<file path="src/kns_pkg.sv">
`default_nettype none

package kns_pkg;

  // Default and upper bound of the key length the window can hold.
  localparam int unsigned KEY_MAX_DEF = 8;

  // Fixed field widths.
  localparam int unsigned KEY_W     = 64;
  localparam int unsigned KLEN_W    = 4;
  localparam int unsigned BYTE_W    = 8;
  localparam int unsigned TOTAL_W   = 31;
  localparam int unsigned DIGIT_W   = 4;
  localparam int unsigned CFG_IDX_W = 1;

  // Saturation limit of numbers and of the total.
  localparam logic [TOTAL_W-1:0] LIMIT = {TOTAL_W{1'b1}};

  // ASCII codes of the characters zero and nine.
  localparam logic [BYTE_W-1:0] DIGIT_ZERO = 8'd48;
  localparam logic [BYTE_W-1:0] DIGIT_NINE = 8'd57;

  // Configuration register indexes.
  localparam logic [CFG_IDX_W-1:0] REG_KEY_BYTES  = 1'b0;
  localparam logic [CFG_IDX_W-1:0] REG_KEY_LENGTH = 1'b1;

  // Per-word control handed from the window to the accumulator.
  typedef struct packed {
    logic               accept;
    logic               last;
    logic               match;
    logic               is_digit;
    logic [DIGIT_W-1:0] digit;
  } scan_ctrl_t;

  // Result handed back to the output register.
  typedef struct packed {
    logic [TOTAL_W-1:0] total;
    logic               saturated;
  } scan_res_t;

endpackage

`default_nettype wire

</file>
<file path="src/kns_cell.sv">
`default_nettype none

module kns_cell (
  input  wire logic                       clk_i,
  input  wire logic                       rst_ni,
  input  wire logic                       shift_i,
  input  wire logic                       clear_i,
  input  wire logic [kns_pkg::BYTE_W-1:0] byte_i,
  input  wire logic                       valid_i,
  input  wire logic [kns_pkg::BYTE_W-1:0] key_char_i,
  input  wire logic                       enable_i,
  output logic      [kns_pkg::BYTE_W-1:0] byte_o,
  output logic                            valid_o,
  output logic                            hit_o
);
  import kns_pkg::*;

  logic [BYTE_W-1:0] byte_q;
  logic              valid_q, valid_d;

  // The compare looks at the byte arriving in this cycle, i.e. the window
  // as it stands once the new character has been shifted in.
  assign hit_o = !enable_i || (valid_i && (byte_i == key_char_i));

  always_comb begin
    valid_d = valid_q;
    if (clear_i) begin
      valid_d = 1'b0;
    end else if (shift_i) begin
      valid_d = valid_i;
    end
  end

  always_ff @(posedge clk_i or negedge rst_ni) begin
    if (!rst_ni) begin
      valid_q <= 1'b0;
    end else begin
      valid_q <= valid_d;
    end
  end

  always_ff @(posedge clk_i) begin
    if (shift_i) begin
      byte_q <= byte_i;
    end
  end

  assign byte_o  = byte_q;
  assign valid_o = valid_q;

endmodule

`default_nettype wire

</file>
<file path="src/kns_accum.sv">
`default_nettype none

module kns_accum (
  input  wire logic                clk_i,
  input  wire logic                rst_ni,
  input  wire kns_pkg::scan_ctrl_t ctrl_i,
  output kns_pkg::scan_res_t       res_o
);
  import kns_pkg::*;

  logic [TOTAL_W-1:0] value_q, value_d;
  logic               active_q, active_d;
  logic [TOTAL_W-1:0] total_q, total_d;
  logic               limit_q, limit_d;

  logic               extend;
  logic [TOTAL_W+3:0] prod;
  logic               prod_sat;
  logic [TOTAL_W-1:0] ext_value;
  logic               commit;
  logic [TOTAL_W:0]   sum;
  logic               sum_sat;
  logic [TOTAL_W-1:0] total_new;
  logic               limit_new;

  always_comb begin
    extend    = active_q && ctrl_i.is_digit;
    // Times ten as two shifted copies, then the new digit.
    prod      = ({4'b0000, value_q} << 3) + ({4'b0000, value_q} << 1)
                + {{(TOTAL_W){1'b0}}, ctrl_i.digit};
    prod_sat  = prod > {4'b0000, LIMIT};
    ext_value = extend ? (prod_sat ? LIMIT : prod[TOTAL_W-1:0]) : value_q;

    // At most one number reaches the total per word: a non-digit, a new
    // match or the end of the text closes the pending one.
    commit    = active_q && (!ctrl_i.is_digit || ctrl_i.match || ctrl_i.last);
    sum       = {1'b0, total_q} + {1'b0, ext_value};
    sum_sat   = sum > {1'b0, LIMIT};
    total_new = commit ? (sum_sat ? LIMIT : sum[TOTAL_W-1:0]) : total_q;
    limit_new = limit_q || (extend && prod_sat) || (commit && sum_sat);

    value_d  = value_q;
    active_d = active_q;
    total_d  = total_q;
    limit_d  = limit_q;
    if (ctrl_i.accept) begin
      if (ctrl_i.last) begin
        value_d  = '0;
        active_d = 1'b0;
        total_d  = '0;
        limit_d  = 1'b0;
      end else begin
        total_d  = total_new;
        limit_d  = limit_new;
        active_d = ctrl_i.match || extend;
        value_d  = (!ctrl_i.match && extend) ? ext_value : '0;
      end
    end
  end

  always_ff @(posedge clk_i or negedge rst_ni) begin
    if (!rst_ni) begin
      value_q  <= '0;
      active_q <= 1'b0;
      total_q  <= '0;
      limit_q  <= 1'b0;
    end else begin
      value_q  <= value_d;
      active_q <= active_d;
      total_q  <= total_d;
      limit_q  <= limit_d;
    end
  end

  assign res_o.total     = total_new;
  assign res_o.saturated = limit_new;

endmodule

`default_nettype wire

</file>
<file path="src/keyed_number_sum_scanner.sv">
// Channel  | Handshake                   | Payload
// ---------+-----------------------------+--------------------------
// in       | in_valid_i / in_stall_o     | text_byte_i, last_i
// out      | out_valid_o / out_stall_i   | total_o, saturated_o
// cfg      | cfg_we_i (no wait)          | cfg_index_i, cfg_data_i
//
// One word is accepted every cycle unless a last word is stalled; the key
// compare and the number update finish in the cycle of acceptance.
// The result of a word marked last appears in the output register on the
// next cycle and waits there until taken.
// While a result waits under stall, words without last are still taken;
// only a further last word is held back.
// Reset clears the window, the number, the total and the key registers
// (key length one, key bytes zero).
`default_nettype none

module keyed_number_sum_scanner #(
  parameter int unsigned KeyMax = kns_pkg::KEY_MAX_DEF
) (
  input  wire logic                          clk_i,
  input  wire logic                          rst_ni,
  input  wire logic                          cfg_we_i,
  input  wire logic [kns_pkg::CFG_IDX_W-1:0] cfg_index_i,
  input  wire logic [kns_pkg::KEY_W-1:0]     cfg_data_i,
  input  wire logic                          in_valid_i,
  output logic                               in_stall_o,
  input  wire logic [kns_pkg::BYTE_W-1:0]    text_byte_i,
  input  wire logic                          last_i,
  output logic                               out_valid_o,
  input  wire logic                          out_stall_i,
  output logic      [kns_pkg::TOTAL_W-1:0]   total_o,
  output logic                               saturated_o
);
  import kns_pkg::*;

  // Configuration registers.
  logic [KEY_W-1:0]  key_q;
  logic [KLEN_W-1:0] klen_q;
  logic [KLEN_W-1:0] len_used;

  // Window chain.
  logic [BYTE_W-1:0] chain_byte [KeyMax+1];
  logic              chain_valid[KeyMax+1];
  logic [KeyMax-1:0] hits;

  logic       accept;
  logic       is_digit;
  scan_ctrl_t ctrl;
  scan_res_t  res;

  // Output register.
  logic               out_valid_q, out_valid_d;
  logic [TOTAL_W-1:0] out_total_q;
  logic               out_sat_q;

  always_ff @(posedge clk_i or negedge rst_ni) begin
    if (!rst_ni) begin
      key_q  <= '0;
      klen_q <= KLEN_W'(1);
    end else if (cfg_we_i) begin
      case (cfg_index_i)
        REG_KEY_BYTES:  key_q  <= cfg_data_i;
        REG_KEY_LENGTH: klen_q <= cfg_data_i[KLEN_W-1:0];
        default: ;
      endcase
    end
  end

  // A zero length behaves as one, anything beyond the window as its size.
  always_comb begin
    if (klen_q == '0) begin
      len_used = KLEN_W'(1);
    end else if (klen_q > KLEN_W'(KeyMax)) begin
      len_used = KLEN_W'(KeyMax);
    end else begin
      len_used = klen_q;
    end
  end

  // A last word may only enter when the output register is free to take
  // its result; other words always enter.
  assign in_stall_o = out_valid_q && out_stall_i && last_i;
  assign accept     = in_valid_i && !in_stall_o;

  // The newest character enters cell zero; cell i is fed the character that
  // arrived i words ago and compares it with key character len-1-i. A cell
  // beyond the key length always agrees. The valid bits running along the
  // chain tell whether enough characters have been seen for a full key.
  assign chain_byte[0]  = text_byte_i;
  assign chain_valid[0] = 1'b1;

  for (genvar i = 0; i < KeyMax; i++) begin : g_cell
    logic [2:0]        key_pos;
    logic              cell_en;
    logic [BYTE_W-1:0] key_char;

    assign cell_en  = KLEN_W'(i) < len_used;
    assign key_pos  = 3'(len_used - KLEN_W'(1) - KLEN_W'(i));
    assign key_char = key_q[BYTE_W*key_pos +: BYTE_W];

    kns_cell u_cell (
      .clk_i      (clk_i),
      .rst_ni     (rst_ni),
      .shift_i    (accept),
      .clear_i    (accept && last_i),
      .byte_i     (chain_byte[i]),
      .valid_i    (chain_valid[i]),
      .key_char_i (key_char),
      .enable_i   (cell_en),
      .byte_o     (chain_byte[i+1]),
      .valid_o    (chain_valid[i+1]),
      .hit_o      (hits[i])
    );
  end

  assign is_digit = text_byte_i inside {[DIGIT_ZERO:DIGIT_NINE]};

  always_comb begin
    ctrl.accept   = accept;
    ctrl.last     = last_i;
    ctrl.match    = &hits;
    ctrl.is_digit = is_digit;
    ctrl.digit    = DIGIT_W'(text_byte_i - DIGIT_ZERO);
  end

  // Pending number, running total and saturation flag.
  kns_accum u_accum (
    .clk_i  (clk_i),
    .rst_ni (rst_ni),
    .ctrl_i (ctrl),
    .res_o  (res)
  );

  always_comb begin
    out_valid_d = out_valid_q;
    if (accept && last_i) begin
      out_valid_d = 1'b1;
    end else if (!out_stall_i) begin
      out_valid_d = 1'b0;
    end
  end

  always_ff @(posedge clk_i or negedge rst_ni) begin
    if (!rst_ni) begin
      out_valid_q <= 1'b0;
    end else begin
      out_valid_q <= out_valid_d;
    end
  end

  always_ff @(posedge clk_i) begin
    if (accept && last_i) begin
      out_total_q <= res.total;
      out_sat_q   <= res.saturated;
    end
  end

  assign out_valid_o = out_valid_q;
  assign total_o     = out_total_q;
  assign saturated_o = out_sat_q;

endmodule

`default_nettype wire
</file>
<file path="config.mk">
export PLATFORM = sky130hd
export DESIGN_NAME = keyed_number_sum_scanner
export DESIGN_NICKNAME = d
export VERILOG_FILES = /design/src/kns_pkg.sv /design/src/kns_cell.sv /design/src/kns_accum.sv /design/src/keyed_number_sum_scanner.sv
export SDC_FILE = /design/constraint.sdc
export NUM_CORES = 1
export LEC_CHECK = 0
export CAP_MARGIN = 5
export CORE_ASPECT_RATIO = 1.4
export CORE_MARGIN = 2
export CORE_UTILIZATION = 65
export CTS_BUF_LIST = sky130_fd_sc_hd__clkbuf_2 sky130_fd_sc_hd__clkbuf_4 sky130_fd_sc_hd__clkbuf_8
export CTS_CLUSTER_SIZE = 24
export DETAILED_ROUTE_END_ITERATION = 12
export DONT_BUFFER_PORTS = 1
export HOLD_SLACK_MARGIN = 0.06
export PLACE_DENSITY_LB_ADDON = 0.3
export SETUP_SLACK_MARGIN = 0.15
export SKIP_CTS_REPAIR_TIMING = 1
export SYNTH_ARGS = -nofsm -noshare
export SYNTH_HDL_FRONTEND = slang
export SYNTH_HIERARCHICAL = 1
export SYNTH_SLANG_ARGS = --single-unit
</file>
<file path="constraint.sdc">
create_clock -name clk_i -period 11.91 [get_ports clk_i]
set_input_delay 1.191 -clock clk_i [delete_from_list [all_inputs] [get_ports clk_i]]
set_output_delay 1.191 -clock clk_i [all_outputs]
set_load 0.01 [all_outputs]
</file>
# Word-level counts from Yosys, hierarchy flattened
# Index checks and enable logic that the tools add are counted.
# Widths: inputs -> output; s select.
# totals
word_cells	139
regBits	228
# op_classes
reduce_logical	46
muxes	27
shifts	8
magnitude_cmp	13
eq_ne	9
bitwise_logic	1
add_sub_neg	12
# op_table
op	count
$shiftx 64x7->8	8
$mux 31	7
$eq 8x8->1	8
$add 34x32->35	1
$add 35x4->35	1
$gt 35x31->1 const B	1
$add 31x31->32	1
$gt 32x31->1 const B	1
$mux 1	18
$logic_and 1x1->1	17
$lt 3x4->1 const A	4
$logic_or 1x1->1	13
$sub 3x3->3 const B	4
$logic_not 1->1	11
$ge 8x6->1 const B	1
$le 8x6->1 const B	1
$lt 1x4->1 const A	2
$lt 2x4->1 const A	2
$mux 4	2
$reduce_and 8->1	1
$sub 3x1->3 const B	2
$sub 3x2->3 const B	2
$gt 4x4->1 const B	1
$logic_not 4->1	1
other kinds (5)	6

# Longest topological paths before layout
# depth
ltp_word	16
depth_mapped	29
ltp_nobuf	27

# Modules after synthesis
# Netlist, hierarchy kept.
# by_module_without_submodules
mod	n_inst	area_per_inst_um2	cells_per_inst
kns_accum	1	6975.4	849
keyed_number_sum_scanner	1	6487.5	392
kns_cell	8	376.6	23

# Least setup slack after synthesis
# OpenSTA, ideal clock, no wires.
# synth_timing
kind	input port to flip-flop
start	input port text_byte_i[3] (netlist name)
end	register out_total_q[30] (netlist: total_o[30]), data pin
stages	29
arrival_time_ns	6.222
setup_slack_ns	5.413
cell_sequence	inv_1 -> fa_1 -> inv_1 -> ha_1 -> a211oi_2 -> o21bai_2 -> a21oi_2 -> o31a_4 -> o21bai_4 -> a41oi_1 -> mux2i_1 -> nand3_1 -> buf_6 -> buf_2 -> nor2_1 -> o21ai_0 -> ha_1 -> inv_1 -> fa_1 -> nor2b_1 -> o2111ai_1 -> a21oi_1 -> o2111ai_1 -> nand2_1 -> a31oi_1 -> o311a_1 -> o21ai_0 -> xnor2_1 -> a31oi_1
# synth_rtl
item	line	rtl
start, declared	keyed_number_sum_scanner.sv:27	input wire logic [kns_pkg::BYTE_W-1:0] text_byte_i,
end signal, assigned	keyed_number_sum_scanner.sv:153	out_total_q <= res.total;
end, declared	keyed_number_sum_scanner.sv:53	logic [TOTAL_W-1:0] out_total_q;

==> impl_results.rst <==
.. list-table::
   :header-rows: 1

   * - Metric
     - Value
   * - Run status
     - completed
   * - RSZ-0062 raised after global routing
     - false
   * - Core region area
     - 24600 um2
   * - DP Worst Slack
     - 3.84 ns
   * - Number of pins with negative max-slew slack in the final report
     - 0
   * - DRT Pass-1 Iters
     - 5
   * - Worst ir drop on vdd
     - 0.000131 V
   * - Die Footprint
     - 26200 um2
   * - Total Neg Setup Slack
     - 0 ns
   * - Final WS setup
     - 4.25 ns
   * - Number of antenna violations at the first check in global routing
     - 1
   * - Cell leakage power
     - 7.10 nW
   * - Synth-to-layout area growth
     - 5.45%
   * - Skew final
     - 0.0312 ns
   * - Row count
     - 68
   * - Type of element launching the critical path
     - input port
   * - Worst slew pin tran
     - 1.25 ns
   * - First-pass GRT wire length
     - 67500 um
   * - Count of maximum capacitance violations
     - 0
   * - Switching part of the total power
     - 31.6%
   * - Port buffer count
     - 0
   * - Portion of the clock cycle consumed by the worst path in the final layout
     - 64.3%
   * - Relative slew margins
     - 16.8%
   * - Layout cells sized above 1
     - 24.0%
   * - Residual DRC
     - 0
   * - Clock latency of the later-clocked register in the worst-skew pair
     - 0.56 ns
   * - Aggregate routed wire length
     - 43900 um
   * - Final GP Congestion
     - 0.919
   * - GR Layer Usage met3
     - 9.06%
   * - Clk slew on worst S/H paths
     - 0.06 ns
   * - Count of placed standard cells in the final layout, fillers left out
     - 1727
   * - Switching power
     - 813 uW
   * - Final layout net count
     - 1559
   * - Worst reg2reg path depth
     - 24
   * - Count of mapped cells out of synthesis
     - 1414
   * - Count of endpoints failing setup in the final report
     - 0
   * - Initial detailed-routing violation count
     - 785
   * - Ratio of routed vias to standard cells
     - 6.85
   * - Category of the worst setup path capture point
     - flop
   * - Most crowded layer after global routing
     - met2
   * - Mean cell area of the mapped netlist
     - 11.5 um2
   * - Residual antenna-violating net count after detailed routing
     - 0
   * - Height of the die
     - 191 um
   * - Total number of vias
     - 11800
   * - Worst R2R Setup Slack
     - 4.46 ns
   * - Worst min-delay path class
     - in2async
   * - Internal power contribution
     - 1.76 mW
   * - Worst reg2reg endpoint
     - u_accum/total_q[19]$_DFFE_PN0P_
   * - Congestion Overflow GR
     - 0
   * - Met1 layer usage reported by global route
     - 33.4%
   * - Power per Cell Area
     - 150 nW/um2
   * - CTS root buf
     - sky130_fd_sc_hd__clkbuf_8
   * - Share of power burned in the clock network
     - 29.5%
   * - TritonCTS clock tree
     - yes
   * - Critical path start-end classification
     - in2reg
   * - Total standard cell area after synthesis
     - 16200 um2
   * - Initial standard-cell utilization of the core
     - 65.9%
   * - Global router's overall resource usage
     - 34.3%
   * - Share of power burned in combinational logic
     - 33.6%
   * - Worst endpoint data arrival time
     - 8.10 ns
   * - Cell Count Post-Placement
     - 1658
   * - GR met2 Demand/Resource
     - 60.4%
   * - Multi-input gate area in the final layout
     - 9530 um2
   * - Achievable clock frequency
     - 131 MHz
   * - Total number of yosys warnings
     - 6
   * - Fraction of power consumed by sequential logic
     - 36.9%
   * - Number of H-tree branching levels
     - 2
   * - Maximum fanout count along the critical path
     - 29
   * - Sink count of the clock tree
     - 228
   * - Maximum number of buffers from clock root to sink
     - 3
   * - Routed length per instance
     - 25.4 um
   * - FILL cells
     - 1781
   * - Critical Path RT
     - 12.35 ns
   * - Shortest period the worst path allows
     - 7.66 ns
   * - CTS Buf Count
     - 37
   * - RR Startpoint
     - u_accum/value_q[2]$_DFFE_PN0P_
   * - Final Hold Fails
     - 0
   * - Estimated wirelength of the detail-placed design
     - 31700 um
   * - Vias in the first global route
     - 12300
   * - Area taken by flip-flops and latches
     - 6150 um2
   * - Pin count of the biggest net entering global routing
     - 141
   * - IO Count
     - 113
   * - Die extent in x
     - 137 um
layer usage:
| layer | part of all wire [%] | wire length, um |
|---|---|---|
| met4 | 9.5 | 4160 |
| met2 | 51 | 22500 |
| met3 | 6.8 | 3000 |
| met5 | 0 | 0 |
| met1 | 32 | 14300 |
critical path, stage by stage:
cell	delay [ns]
sky130_fd_sc_hd__inv_1	0.03
sky130_fd_sc_hd__fa_1	0.52
sky130_fd_sc_hd__fa_1	0.45
sky130_fd_sc_hd__nand2b_1	0.21
sky130_fd_sc_hd__a21oi_1	0.23
sky130_fd_sc_hd__o2111ai_1	0.21
sky130_fd_sc_hd__a21oi_2	0.35
sky130_fd_sc_hd__a21oi_2	0.13
sky130_fd_sc_hd__a21oi_1	0.21
sky130_fd_sc_hd__xnor2_1	0.14
sky130_fd_sc_hd__nand3_1	0.85
sky130_fd_sc_hd__nor2_1	0.47
sky130_fd_sc_hd__o21ai_0	0.15
sky130_fd_sc_hd__ha_1	0.34
sky130_fd_sc_hd__a211oi_1	0.34
sky130_fd_sc_hd__o211ai_2	0.17
sky130_fd_sc_hd__a31oi_2	0.28
sky130_fd_sc_hd__a31oi_4	0.16
sky130_fd_sc_hd__a21oi_2	0.27
sky130_fd_sc_hd__o21a_2	0.19
sky130_fd_sc_hd__o21a_2	0.41
sky130_fd_sc_hd__nand2_2	0.31
sky130_fd_sc_hd__o22a_1	0.29
sky130_fd_sc_hd__a22o_1	0.18
power groups by stage:
stage / registers (mW) / logic [mW] / clock network [mW]
floorplan: 0.924 / 0.683 / 0
global placement: 0.954 / 0.807 / 0
detailed placement: 0.957 / 0.831 / 0
CTS: 0.943 / 0.836 / 0.769
global route: 0.953 / 0.909 / 0.801
finish: 0.948 / 0.864 / 0.757
cell usage in the layout, fill, tap and decap left out, drive strengths merged, types with 21 or more instances in the layout:
cell / count
mux2: 154
dfrtp: 139
nor2: 106
xnor2: 96
ha: 95
edfxtp: 88
a21oi: 80
nand2: 79
mux4: 69
clkbuf: 61
o21ai: 58
a21o: 32
inv: 30
a31oi: 27
o2bb2ai: 25
xor2: 25
a22o: 21
registers in the layout, summed over array words and instances (netlist names):
register	cells
key_q	64
g_cell.u_cell/byte_o	56
total_o	31
u_accum/total_q	31
u_accum/value_q	31
g_cell.u_cell/valid_o	7
klen_q	4
out_valid_o	1
saturated_o	1
u_accum/active_q	1
u_accum/limit_q	1
metrics by stage:
step / cell area [um2] / util (%) / hold slack (ns) / power (mW)
CTS: 17100 / 69.5 / 0.310 / 2.55
global placement: 16300 / 66.1 / 0.453 / 1.76
detailed placement: 16300 / 66.1 / 0.461 / 1.79
floorplan: 16200 / - / 0.449 / 1.61
global route: 17100 / 69.5 / 0.314 / 2.66
finish: 17100 / 69.5 / 0.330 / 2.57
final cells by class:
class | count | share of cell area, %
Sequential cell | 228 | 36.0
Multi-Input combinational cell | 1075 | 55.8
Antenna cell | 1 | 0.0147
Timing Repair Buffer | 9 | 0.396
Clock buffer | 61 | 4.33
Inverter | 31 | 0.681
Tap cell | 315 | 2.31
Clock inverter | 7 | 0.513
how the worst max path moves through the flow:
stage / startpoint / end / slack [ns] / cells after the start
final: text_byte_i[3] / u_accum/total_q[19]$_DFFE_PN0P_ / 4.25 / 24
after global routing: text_byte_i[3] / u_accum/total_q[19]$_DFFE_PN0P_ / 3.74 / 24
after CTS: text_byte_i[3] / u_accum/total_q[19]$_DFFE_PN0P_ / 4.36 / 24
after detailed placement: text_byte_i[3] / u_accum/total_q[19]$_DFFE_PN0P_ / 3.84 / 24
after global placement: text_byte_i[3] / u_accum/total_q[9]$_DFFE_PN0P_ / 3.98 / 24
after floorplan: text_byte_i[3] / total_o[30]$_DFFE_PP_ / 5.41 / 29
(Power assumes the default switching activity.)
